[config.mk]
export PLATFORM = sky130hd
export DESIGN_NAME = boost_pi_voltage_regulator
export DESIGN_NICKNAME = d
export VERILOG_FILES = /design/src/bpvr_pkg.sv /design/src/bpvr_cfg.sv /design/src/bpvr_ctrl.sv /design/src/bpvr_dp.sv /design/src/boost_pi_voltage_regulator.sv
export SDC_FILE = /design/constraint.sdc
export NUM_CORES = 1
export LEC_CHECK = 0
export ABC_AREA = 1
export BUFFER_PORTS_ARGS = -buffer_cell sky130_fd_sc_hd__buf_2
export CAP_MARGIN = 0
export CORE_ASPECT_RATIO = 1.75
export CORE_MARGIN = 2
export CORE_UTILIZATION = 59
export CTS_BUF_LIST = sky130_fd_sc_hd__clkbuf_16
export DETAILED_ROUTE_END_ITERATION = 7
export PLACE_DENSITY = 0.83
export SLEW_MARGIN = 25
export SYNTH_ARGS = -nofsm -noshare
export SYNTH_HDL_FRONTEND = slang
export SYNTH_SLANG_ARGS = --single-unit
export TNS_END_PERCENT = 100
[constraint.sdc]
create_clock -name i_clk -period 7.4 [get_ports i_clk]
set_input_delay 0.37 -clock i_clk [delete_from_list [all_inputs] [get_ports i_clk]]
set_output_delay 0.37 -clock i_clk [all_outputs]
set_load 0.01 [all_outputs]
[src/bpvr_pkg.sv]
// ----------------------------------------------------------------------------
// bpvr_pkg
// Shared widths, constants, register indexes and types for the boost
// converter PI(D) voltage regulator.
// ----------------------------------------------------------------------------
`default_nettype none

package bpvr_pkg;

    // adc and conversion to q8 volts (35:1 divider, 3.3 V reference)
    localparam int      ADC_BITS  = 12;
    localparam longint  ADC_FULL  = (64'd1 << ADC_BITS) - 64'd1;
    localparam longint  VOLT_NUM  = 64'd30277632;
    localparam longint  SCALE     = (VOLT_NUM + ADC_FULL / 2) / ADC_FULL;
    localparam int      SCALE_W   = $clog2(SCALE + 1);
    localparam int      CONV_SHIFT = 10;

    // register field widths
    localparam int GAIN_W = 12;
    localparam int TGT_W  = 7;

    // datapath widths
    localparam int VOLT_W = 16;
    localparam int ERR_W  = 17;
    localparam int INT_W  = 20;
    localparam int DER_W  = 18;
    localparam int DUTY_W = 8;
    localparam int MA_W   = ((SCALE_W > GAIN_W) ? SCALE_W : GAIN_W) + 1;
    localparam int MB_W   = 21;
    localparam int P_W    = MA_W + MB_W;
    localparam int ACC_W  = P_W + 2;

    localparam int INT_LIMIT = 256000;
    localparam int DUTY_MAX  = 200;
    localparam int SAFE_CAP  = 36;
    localparam int FULL_CAP  = 75;
    localparam int OUT_SHIFT = 16;

    // configuration register indexes
    localparam int CFG_IDX_W = 3;
    localparam int CFG_DATA_W = GAIN_W;
    localparam logic [CFG_IDX_W-1:0] REG_SHOCK_EN  = 3'd0;
    localparam logic [CFG_IDX_W-1:0] REG_TARGET    = 3'd1;
    localparam logic [CFG_IDX_W-1:0] REG_SAFE_MODE = 3'd2;
    localparam logic [CFG_IDX_W-1:0] REG_GAIN_P    = 3'd3;
    localparam logic [CFG_IDX_W-1:0] REG_GAIN_I    = 3'd4;
    localparam logic [CFG_IDX_W-1:0] REG_GAIN_D    = 3'd5;

    typedef struct packed {
        logic              shock_en;
        logic [TGT_W-1:0]  target;
        logic              safe_mode;
        logic [GAIN_W-1:0] gain_p;
        logic [GAIN_W-1:0] gain_i;
        logic [GAIN_W-1:0] gain_d;
    } t_cfg;

    typedef enum logic [2:0] {
        ST_IDLE,
        ST_CONV,
        ST_ERR,
        ST_MULP,
        ST_MULI,
        ST_MULD,
        ST_SUM,
        ST_DONE
    } t_state;

    typedef enum logic [1:0] {
        MUL_SCALE,
        MUL_P,
        MUL_I,
        MUL_D
    } t_mul_sel;

    typedef struct packed {
        logic     take_in;
        logic     clear_state;
        logic     mul_en;
        t_mul_sel mul_sel;
        logic     err_upd;
        logic     acc_load;
        logic     acc_add;
        logic     out_load;
    } t_dp_cmd;

    typedef struct packed {
        logic gated;
        logic out_free;
    } t_dp_sts;

endpackage

`default_nettype wire

[src/bpvr_cfg.sv]
// ----------------------------------------------------------------------------
// bpvr_cfg
// Configuration register file: enable, target, safe mode and loop gains.
// ----------------------------------------------------------------------------
`default_nettype none

module bpvr_cfg (
    input  wire logic                           i_clk,
    input  wire logic                           i_rst_n,
    input  wire logic                           i_cfg_valid,
    output logic                                o_cfg_ready,
    input  wire logic [bpvr_pkg::CFG_IDX_W-1:0]  i_cfg_index,
    input  wire logic [bpvr_pkg::CFG_DATA_W-1:0] i_cfg_data,
    output bpvr_pkg::t_cfg                      o_cfg
);
    import bpvr_pkg::*;

    t_cfg r_cfg;
    t_cfg n_cfg;

    assign o_cfg_ready = 1'b1;
    assign o_cfg       = r_cfg;

    always_comb begin
        n_cfg = r_cfg;
        if (i_cfg_valid) begin
            unique case (i_cfg_index)
                REG_SHOCK_EN:  n_cfg.shock_en  = i_cfg_data[0];
                REG_TARGET:    n_cfg.target    = i_cfg_data[TGT_W-1:0];
                REG_SAFE_MODE: n_cfg.safe_mode = i_cfg_data[0];
                REG_GAIN_P:    n_cfg.gain_p    = i_cfg_data[GAIN_W-1:0];
                REG_GAIN_I:    n_cfg.gain_i    = i_cfg_data[GAIN_W-1:0];
                REG_GAIN_D:    n_cfg.gain_d    = i_cfg_data[GAIN_W-1:0];
                default:       n_cfg = r_cfg;
            endcase
        end
    end

    always_ff @(posedge i_clk) begin
        if (!i_rst_n) begin
            r_cfg.shock_en  <= 1'b0;
            r_cfg.target    <= '0;
            r_cfg.safe_mode <= 1'b1;
            r_cfg.gain_p    <= GAIN_W'(256);
            r_cfg.gain_i    <= GAIN_W'(26);
            r_cfg.gain_d    <= '0;
        end else begin
            r_cfg <= n_cfg;
        end
    end

endmodule

`default_nettype wire

[src/bpvr_ctrl.sv]
// ----------------------------------------------------------------------------
// bpvr_ctrl
// Sequencer for one control tick: conversion, error update, three products on
// the shared multiplier, accumulation and result load.
// ----------------------------------------------------------------------------
`default_nettype none

module bpvr_ctrl (
    input  wire logic              i_clk,
    input  wire logic              i_rst_n,
    input  wire logic              i_in_valid,
    output logic                   o_in_stall,
    input  wire bpvr_pkg::t_dp_sts i_sts,
    output bpvr_pkg::t_dp_cmd      o_cmd
);
    import bpvr_pkg::*;

    t_state r_state;
    t_state n_state;

    always_ff @(posedge i_clk) begin
        if (!i_rst_n) begin
            r_state <= ST_IDLE;
        end else begin
            r_state <= n_state;
        end
    end

    always_comb begin
        n_state    = r_state;
        o_in_stall = 1'b1;
        o_cmd      = '0;
        o_cmd.mul_sel = MUL_SCALE;
        unique case (r_state)
            ST_IDLE: begin
                o_in_stall = 1'b0;
                if (i_in_valid) begin
                    o_cmd.take_in = 1'b1;
                    if (i_sts.gated) begin
                        o_cmd.clear_state = 1'b1;
                        n_state = ST_DONE;
                    end else begin
                        n_state = ST_CONV;
                    end
                end
            end
            ST_CONV: begin
                o_cmd.mul_en  = 1'b1;
                o_cmd.mul_sel = MUL_SCALE;
                n_state = ST_ERR;
            end
            ST_ERR: begin
                o_cmd.err_upd = 1'b1;
                n_state = ST_MULP;
            end
            ST_MULP: begin
                o_cmd.mul_en  = 1'b1;
                o_cmd.mul_sel = MUL_P;
                n_state = ST_MULI;
            end
            ST_MULI: begin
                o_cmd.mul_en   = 1'b1;
                o_cmd.mul_sel  = MUL_I;
                o_cmd.acc_load = 1'b1;
                n_state = ST_MULD;
            end
            ST_MULD: begin
                o_cmd.mul_en  = 1'b1;
                o_cmd.mul_sel = MUL_D;
                o_cmd.acc_add = 1'b1;
                n_state = ST_SUM;
            end
            ST_SUM: begin
                o_cmd.acc_add = 1'b1;
                n_state = ST_DONE;
            end
            ST_DONE: begin
                // wait for the result register to free up
                if (i_sts.out_free) begin
                    o_cmd.out_load = 1'b1;
                    n_state = ST_IDLE;
                end
            end
            default: n_state = ST_IDLE;
        endcase
    end

endmodule

`default_nettype wire

[src/bpvr_dp.sv]
// ----------------------------------------------------------------------------
// bpvr_dp
// Regulator datapath: shared signed multiplier, error and clamped integral,
// derivative, accumulator, duty saturation and the result register.
// ----------------------------------------------------------------------------
`default_nettype none

module bpvr_dp (
    input  wire logic                          i_clk,
    input  wire logic                          i_rst_n,
    input  wire bpvr_pkg::t_cfg                i_cfg,
    input  wire bpvr_pkg::t_dp_cmd             i_cmd,
    output bpvr_pkg::t_dp_sts                  o_sts,
    input  wire logic [bpvr_pkg::ADC_BITS-1:0] i_feedback_sample,
    input  wire logic                          i_out_stall,
    output logic                               o_out_valid,
    output logic [bpvr_pkg::DUTY_W-1:0]        o_duty,
    output logic                               o_regulating,
    output logic                               o_integral_limited
);
    import bpvr_pkg::*;

    localparam logic signed [INT_W:0]   LIM_POS  = (INT_W+1)'(INT_LIMIT);
    localparam logic signed [INT_W:0]   LIM_NEG  = -LIM_POS;
    localparam logic signed [ACC_W-1:0] DUTY_SAT = ACC_W'(DUTY_MAX) << OUT_SHIFT;

    logic [ADC_BITS-1:0]     r_raw;
    logic signed [P_W-1:0]   r_prod;
    logic signed [ERR_W-1:0] r_err;
    logic signed [ERR_W-1:0] r_last_err;
    logic signed [INT_W-1:0] r_int;
    logic signed [DER_W-1:0] r_deriv;
    logic signed [ACC_W-1:0] r_acc;
    logic                    r_run;
    logic                    r_limited;
    logic                    r_out_valid;
    logic [DUTY_W-1:0]       r_duty;
    logic                    r_out_reg;
    logic                    r_out_lim;

    logic [TGT_W-1:0]        cap;
    logic [TGT_W-1:0]        tgt;
    logic [VOLT_W-1:0]       volts;
    logic signed [ERR_W-1:0] err;
    logic signed [INT_W:0]   sum_ext;
    logic signed [INT_W-1:0] sum_clamped;
    logic                    sum_limited;
    logic signed [DER_W-1:0] deriv;
    logic signed [MA_W-1:0]  mul_a;
    logic signed [MB_W-1:0]  mul_b;
    logic signed [P_W-1:0]   product;
    logic signed [ACC_W-1:0] prod_ext;
    logic [DUTY_W-1:0]       n_duty;

    assign o_sts = '{gated:    (!i_cfg.shock_en || (i_cfg.target == '0)),
                     out_free: (!r_out_valid || !i_out_stall)};

    // target capped by mode, then error against the converted sample
    always_comb begin
        cap   = i_cfg.safe_mode ? TGT_W'(SAFE_CAP) : TGT_W'(FULL_CAP);
        tgt   = (i_cfg.target > cap) ? cap : i_cfg.target;
        volts = r_prod[CONV_SHIFT +: VOLT_W];
        err   = $signed({2'b00, tgt, 8'h00}) - $signed({1'b0, volts});
        sum_ext = {r_int[INT_W-1], r_int} + {{(INT_W+1-ERR_W){err[ERR_W-1]}}, err};
        sum_limited = 1'b0;
        sum_clamped = sum_ext[INT_W-1:0];
        if (sum_ext > LIM_POS) begin
            sum_clamped = LIM_POS[INT_W-1:0];
            sum_limited = 1'b1;
        end else if (sum_ext < LIM_NEG) begin
            sum_clamped = LIM_NEG[INT_W-1:0];
            sum_limited = 1'b1;
        end
        deriv = {err[ERR_W-1], err} - {r_last_err[ERR_W-1], r_last_err};
    end

    // shared multiplier operand select
    always_comb begin
        case (i_cmd.mul_sel)
            MUL_SCALE: begin
                mul_a = MA_W'(SCALE);
                mul_b = {{(MB_W-ADC_BITS){1'b0}}, r_raw};
            end
            MUL_P: begin
                mul_a = {{(MA_W-GAIN_W){1'b0}}, i_cfg.gain_p};
                mul_b = {{(MB_W-ERR_W){r_err[ERR_W-1]}}, r_err};
            end
            MUL_I: begin
                mul_a = {{(MA_W-GAIN_W){1'b0}}, i_cfg.gain_i};
                mul_b = {{(MB_W-INT_W){r_int[INT_W-1]}}, r_int};
            end
            default: begin
                mul_a = {{(MA_W-GAIN_W){1'b0}}, i_cfg.gain_d};
                mul_b = {{(MB_W-DER_W){r_deriv[DER_W-1]}}, r_deriv};
            end
        endcase
        product  = mul_a * mul_b;
        prod_ext = {{(ACC_W-P_W){r_prod[P_W-1]}}, r_prod};
    end

    always_comb begin
        if (r_acc >= DUTY_SAT) begin
            n_duty = DUTY_W'(DUTY_MAX);
        end else if (r_acc[ACC_W-1]) begin
            n_duty = '0;
        end else begin
            n_duty = r_acc[OUT_SHIFT +: DUTY_W];
        end
    end

    // loop state
    always_ff @(posedge i_clk) begin
        if (!i_rst_n) begin
            r_int      <= '0;
            r_last_err <= '0;
        end else if (i_cmd.clear_state) begin
            r_int      <= '0;
            r_last_err <= '0;
        end else if (i_cmd.err_upd) begin
            r_int      <= sum_clamped;
            r_last_err <= err;
        end
    end

    always_ff @(posedge i_clk) begin
        if (!i_rst_n) begin
            r_out_valid <= 1'b0;
        end else if (i_cmd.out_load) begin
            r_out_valid <= 1'b1;
        end else if (!i_out_stall) begin
            r_out_valid <= 1'b0;
        end
    end

    always_ff @(posedge i_clk) begin
        if (i_cmd.take_in) begin
            r_raw     <= i_feedback_sample;
            r_run     <= !o_sts.gated;
            r_limited <= 1'b0;
        end
        if (i_cmd.err_upd) begin
            r_err     <= err;
            r_deriv   <= deriv;
            r_limited <= sum_limited;
        end
        if (i_cmd.mul_en) begin
            r_prod <= product;
        end
        if (i_cmd.clear_state) begin
            r_acc <= '0;
        end else if (i_cmd.acc_load) begin
            r_acc <= prod_ext;
        end else if (i_cmd.acc_add) begin
            r_acc <= r_acc + prod_ext;
        end
        if (i_cmd.out_load) begin
            r_duty    <= n_duty;
            r_out_reg <= r_run;
            r_out_lim <= r_limited;
        end
    end

    assign o_out_valid        = r_out_valid;
    assign o_duty             = r_duty;
    assign o_regulating       = r_out_reg;
    assign o_integral_limited = r_out_lim;

endmodule

`default_nettype wire

[src/boost_pi_voltage_regulator.sv]
// Sequence: when the loop runs, an accepted sample goes through convert,
//   error/integral update, three products on the shared multiplier,
//   accumulate, saturate; when gated off it goes straight to the result load.
// Flow: one sample in flight at a time on the single shared multiplier; the
//   next sample is taken after the result register loads, past any output stall.
// Reset: synchronous, active low; clears registers to defaults and the loop state.
// ----------------------------------------------------------------------------
// boost_pi_voltage_regulator
// PI(D) boost-voltage regulator with integral clamp and duty saturation.
// ----------------------------------------------------------------------------
`default_nettype none

module boost_pi_voltage_regulator (
    input  wire logic                            i_clk,
    input  wire logic                            i_rst_n,
    input  wire logic                            i_cfg_valid,
    output logic                                 o_cfg_ready,
    input  wire logic [bpvr_pkg::CFG_IDX_W-1:0]  i_cfg_index,
    input  wire logic [bpvr_pkg::CFG_DATA_W-1:0] i_cfg_data,
    input  wire logic                            i_in_valid,
    output logic                                 o_in_stall,
    input  wire logic [bpvr_pkg::ADC_BITS-1:0]   i_feedback_sample,
    output logic                                 o_out_valid,
    input  wire logic                            i_out_stall,
    output logic [bpvr_pkg::DUTY_W-1:0]          o_duty,
    output logic                                 o_regulating,
    output logic                                 o_integral_limited
);
    import bpvr_pkg::*;

    t_cfg    cfg;
    t_dp_cmd cmd;
    t_dp_sts sts;

    bpvr_cfg u_cfg (
        .i_clk       (i_clk),
        .i_rst_n     (i_rst_n),
        .i_cfg_valid (i_cfg_valid),
        .o_cfg_ready (o_cfg_ready),
        .i_cfg_index (i_cfg_index),
        .i_cfg_data  (i_cfg_data),
        .o_cfg       (cfg)
    );

    bpvr_ctrl u_ctrl (
        .i_clk      (i_clk),
        .i_rst_n    (i_rst_n),
        .i_in_valid (i_in_valid),
        .o_in_stall (o_in_stall),
        .i_sts      (sts),
        .o_cmd      (cmd)
    );

    bpvr_dp u_dp (
        .i_clk              (i_clk),
        .i_rst_n            (i_rst_n),
        .i_cfg              (cfg),
        .i_cmd              (cmd),
        .o_sts              (sts),
        .i_feedback_sample  (i_feedback_sample),
        .i_out_stall        (i_out_stall),
        .o_out_valid        (o_out_valid),
        .o_duty             (o_duty),
        .o_regulating       (o_regulating),
        .o_integral_limited (o_integral_limited)
    );

endmodule

`default_nettype wire

* Word level (Yosys, flattened, before mapping)
Index checks and enable logic that the tools add are counted.
** Word-level totals
- Register bits after elaboration :: 217
- Input bits :: 32
- Output and inout port bits :: 13
** Cells by class
- Add/subtract/negate cells :: 4
- $mul :: 1
- $lt $le $gt $ge :: 4
- Equality and inequality tests :: 17
- Mux-type cells :: 29
- Bitwise logic cells :: 1
- Reductions and logical operators :: 22
** Operators by type and width (number)
- 37-bit two-way mux :: 2
- 21-bit case mux with 3 select lines :: 1
- 20-bit two-way mux :: 2
- 13-bit case mux with 3 select lines :: 1
- 37-bit by 35-bit adder with 37-bit output :: 1
- 37-bit by 25-bit >= comparator with 1-bit output, second input constant :: 1
- 14-bit by 21-bit multiplier with 35-bit output :: 1
- 3-bit case mux with 8 select lines :: 1
- 20-bit by 17-bit adder with 21-bit output :: 1
- 21-bit by 19-bit greater-than comparator with 1-bit output, second input constant :: 1
- 21-bit by 19-bit less-than comparator with 1-bit output, second input constant :: 1
- 3-bit equality test, second input constant :: 6
- 17-bit by 17-bit subtractor with 18-bit output :: 1
- 15-bit by 16-bit subtractor with 17-bit output :: 1
- 7-bit two-way mux :: 2
- 2-bit AND reduction :: 7
- 1-bit two-way mux :: 13
- 3-bit by 2-bit equality test with 1-bit output, second input constant :: 4
- 3-bit case mux with 4 select lines :: 1
- 3-bit two-way mux :: 3
- 8-bit two-way mux :: 1
- 7-bit greater-than comparator :: 1
- 7-bit zero test :: 1
- 3-bit by 1-bit equality test with 1-bit output, second input constant :: 2
- other kinds (12) :: 22

* Depth between registers and ports, before layout
- Depth after elaboration :: 9
- Depth in mapped cells :: 37

* Modules after synthesis
From an unflattened synthesis, not the netlist that was laid out.
** Unflattened totals
- Cells, all modules :: 3022
- Area total of the unflattened synthesis :: 23327.4 um^2
** Modules (own cells, without submodules)
- bpvr_dp :: instances 1, cells each 2713, area each 21229.1 um^2, seq. area each 4324.1 um^2
- bpvr_cfg :: instances 1, cells each 270, area each 1861.8 um^2, seq. area each 900.9 um^2
- bpvr_ctrl :: instances 1, cells each 39, area each 236.5 um^2, seq. area each 60.1 um^2

* Worst setup path before layout
Ideal clock, no wire load.
- Path kind :: register to register
- Start :: register u_ctrl.r_state[1]
- End :: register u_dp.r_prod[34], data pin
- Data arrival time :: 6691 ps
- Data required time :: 7136 ps
- Slack :: 445 ps
- Stages on the path, launching flop included :: 27
- Path buffers :: 2
- Path through :: dfxtp_1 -> inv_1 -> ha_1 -> nand2_1 -> clkbuf_1 -> buf_1 -> o21ai_1 -> inv_1 -> nand2_1 -> fa_1 -> inv_1 -> fa_1 -> inv_1 -> fa_1 -> inv_1 -> fa_1 -> fa_1 -> inv_1 -> fa_1 -> inv_1 -> ha_1 -> a21oi_1 -> o21ai_0 -> a21oi_1 -> o211a_1 -> o21ai_0 -> xor2_1
** Between the ends
- Longest elaborated chain between the ends :: 5
- Elaborated cells between the ends (all ways) :: 11
- Those cells by class :: mul (1); eq/ne (6); mux (3); reduce/logical (1)
** RTL lines
- from (decl) :: line bpvr_ctrl.sv:18 : t_state r_state;
- from (signal assigned) :: line bpvr_ctrl.sv:25 : r_state <= n_state;
- 3-bit equality test, or another cell as far along :: line bpvr_ctrl.sv:34 : unique case (r_state)
- 3-bit case mux with 4 select lines (*) :: line bpvr_ctrl.sv:34
- 2-bit equality test, or another cell as far along :: line bpvr_dp.sv:79 : case (i_cmd.mul_sel)
- 13-bit case mux with 3 select lines / 21-bit case mux with 3 select lines (equally long branches) :: line bpvr_dp.sv:79
- 14-bit by 21-bit multiplier with 35-bit output (*) :: line bpvr_dp.sv:97 : product = mul_a * mul_b;
- net u_dp.product[34] :: line bpvr_dp.sv:51 : logic signed [P_W-1:0] product;
- to (signal assigned) :: line bpvr_dp.sv:147 : r_prod <= product;
- to (decl) :: line bpvr_dp.sv:28 : logic signed [P_W-1:0] r_prod;
Mark *: on every way through the listed nets, which the timed path passes. The rest lies on a longest branch.
A chain may end at the register's enable or synchronous reset.

* Worst setup path after layout
- Start :: register u_ctrl.r_state[2]
- End :: register u_dp.r_prod[33], data pin
Same word-level chain as after synthesis.

==> results.py <==
metrics = {
    "min_path": {
        "hold_depth": 1,
        "worstHoldPathType": "input pin to register",
        "worstHoldStart": "i_feedback_sample[9]",
        "min_to": "u_dp.r_raw[9]",
    },
    "synthesis": {
        "ys_ff_latch": 217,
        "yosysUniqueCellTypes": 56,
        "synthMostInstantiatedCell": "nand2_1",
        "synth_top_area_cell": "fa_1",
        "synth_top_area_frac": 0.215,
        "yosys_most_used_dff": "dfxtp_1",
        "synth_seq_area_share": 0.224,
        "yosys_warnings": 0,
        "syn_inst": 3096,
        "synth-edff-count": 94,
        "yosys-top-cells-count": "nand2_1, inv_1, nor2_1",
        "synth.avg_cell_area_sq_um": 7.61,
        "synth.area.top_cells": "fa_1, edfxtp_1, dfxtp_1",
        "synth_async_sr_flop_share": 0,
        "synth_area_sq_um": 23600,
    },
    "detailed_routing": {
        "totalWireLength_um": 75000,
        "drtPass1Iterations": 7,
        "drc": 0,
        "post_drt_wl_per_cell_um": 20.1,
        "ant_nets": 0,
        "drtIter0Drc": 1752,
        "via_per_inst": 5.81,
        "vias": 21700,
    },
    "setup_path": {
        "critPathMaxFanout": 19,
        "path_buf_inv": 9,
        "crit_type": "register to register",
        "r2r_start": "u_ctrl.r_state[2]",
        "start_kind": "register",
        "cp_common_cell": "fa_1",
        "critPathTopFamily": "adder cells",
        "r2r_cells": 27,
        "end_kind": "register",
        "arrival_ns": 7.65,
        "slowest_delay_ns": 0.59,
        "r2r_slack_ns": 0.11,
        "cp_data_required_time_ns": 7.76,
        "cpMaxStageDelayCell": "fa_1",
        "r2r-end": "u_dp.r_prod[33]",
    },
    "timing": {
        "tightest_slew_ns": 1.01,
        "rsz0062_at_grt": "true",
        "skew_ns": 0.0209,
        "setup_slack_ns": 0.111,
        "max_slew_margin": 0.326,
        "setup_viol": 0,
        "holdWs_ns": 0.0273,
        "fmax_mhz": 137,
        "min_period_ns": 7.29,
        "slew_violations": 0,
        "finalCritPeriodShare": 0.985,
        "hold_viol_final": 0,
    },
    "cells_and_area": {
        "syn_to_final_growth_pct": 10.9,
        "drive_above_1_share": 0.102,
        "layout.cells.non_filler": 3733,
        "num_antenna_cells": 0,
        "fin_util": 0.665,
        "fill_cells": 3303,
        "layout.nets": 3686,
    },
    "global_route": {
        "antenna_found_initial": 0,
        "grt_pass1_vias": 22600,
        "grt_pass1_wl_um": 117000,
        "grtUsageTotal": 0.367,
        "overflow": 0,
        "grt_max_degree": 67,
    },
    "floorplanning": {
        "start_util": 0.600,
        "die_y_um": 268,
        "fp.dieArea_sq_um": 41600,
        "core_sq_um": 39300,
        "rows": 96,
        "die-width_um": 155,
        "io_pins": 45,
    },
    "cts": {
        "clockBufferDepth": 3,
        "hold_buffers": 0,
        "path_clk_slew_ns": 0.07,
        "cts-root-buf": "clkbuf_16",
        "tritoncts": "yes",
        "h-tree-depth": 1,
        "clock_sinks": 217,
        "insertion_delay_ns": 0.53,
        "cts_buffers": 22,
    },
    "status": {
        "outcome": "completed",
    },
    "placed_design": {
        "dp.cells": 3675,
        "routabilityCongestion": 0.993,
        "port_buffers": 43,
        "pre_cts_ws_ns": 0.0171,
        "dpl.hpwl_um": 61200,
    },
    "job": {
        "maxCapViolations": 0,
    },
}
-- area by class of cell --
class                      instances  area, sq um  area share
clock inverter                    17          158     0.00603
inverter                         611         2300      0.0881
clock buffer                      23          576      0.0220
multi-input combinational       2208        16000       0.611
timing repair buffer             165         1210      0.0465
timing repair inverter             2         10.0    0.000383
tap                              490          613      0.0235
sequential                       217         5290       0.202
-- kinds of logic after synthesis --
family          after synthesis  share of synthesized area
other cells                   2                   0.000319
flops                       217                      0.224
fa+ha+maj                   427                      0.307
simple gates               1169                      0.202
xor+xnor                     80                     0.0297
compound gates              522                      0.126
buf+inv                     679                      0.110
-- layer usage --
layer | vias to the layer above | part of all wire | global-route usage
li1 | 10000 | - | -
met4 | 0 | 0.10 | 0.301
met2 | 892 | 0.50 | 0.659
met5 | - | 0 | 0
met3 | 353 | 0.056 | 0.0303
met1 | 10400 | 0.34 | 0.392
-- layout by cell type (no fill, tap or decap), types with 94 or more instances in the layout --
cell,synthesis,layout
dfxtp_1,123,122
buf_4,3,114
nor2_1,333,313
fa_1,253,244
nand3_1,114,114
inv_1,595,583
o21ai_0,169,160
ha_1,174,165
nand2_1,634,634
edfxtp_1,94,94
a21oi_1,228,220
-- through the flow --
stage,TNS (ns),cell area (sq um)
after global placement,0,25000
after detailed placement,0,25000
after CTS,0,25700
after floorplan,0,23600
after global routing,-0.318,26100
final,0,26100
-- worst reg2reg max path: cells and delay by family, from the launching register on --
| family | cells | cell delay, ns |
|---|---|---|
| adder cells (fa/ha/maj) | 7 | 3.43 |
| XOR/XNOR | 1 | 0.20 |
| buffers and inverters | 9 | 1.34 |
| AND/OR/NAND/NOR | 9 | 1.36 |
| AO/OA/AOI/OAI | 1 | 0.21 |
| flip-flops | 1 | 0.57 |
-- state kept, by name, indices dropped and copies added, names as in the netlist --
| name | count |
|---|---|
| u_dp.o_out_valid | 1 |
| u_dp.r_err | 17 |
| u_dp.r_int | 20 |
| u_dp.r_limited | 1 |
| u_dp.r_prod | 35 |
| u_dp.r_raw | 12 |
| u_dp.o_integral_limited | 1 |
| u_cfg.o_cfg | 45 |
| u_dp.o_duty | 8 |
| u_dp.r_run | 1 |
| u_dp.r_last_err | 17 |
| u_dp.r_deriv | 18 |
| u_dp.r_acc | 37 |
| u_ctrl.r_state | 3 |
| u_dp.o_regulating | 1 |
-- worst max path at each step --
stage / from / endpoint / depth (start not counted)
2_1_floorplan: u_ctrl.r_state[1] / u_dp.r_prod[34] / 26
3_3_place_gp: u_ctrl.r_state[1] / u_dp.r_prod[30] / 26
3_5_place_dp: u_ctrl.r_state[0] / u_dp.r_prod[30] / 32
4_1_cts: u_ctrl.r_state[0] / u_dp.r_prod[30] / 32
5_1_grt: u_ctrl.r_state[0] / u_dp.r_prod[29] / 30
6_report: u_ctrl.r_state[2] / u_dp.r_prod[33] / 27
-- repair_timing --
action                                  CTS  global route
buffers inserted                          0            16
endpoints found under the setup margin    0            22
gates resized for setup                   0            89
Power is left out: the tool's default activity adds up to more than one toggle a clock period on the data nets, which glitch-free logic cannot reach.
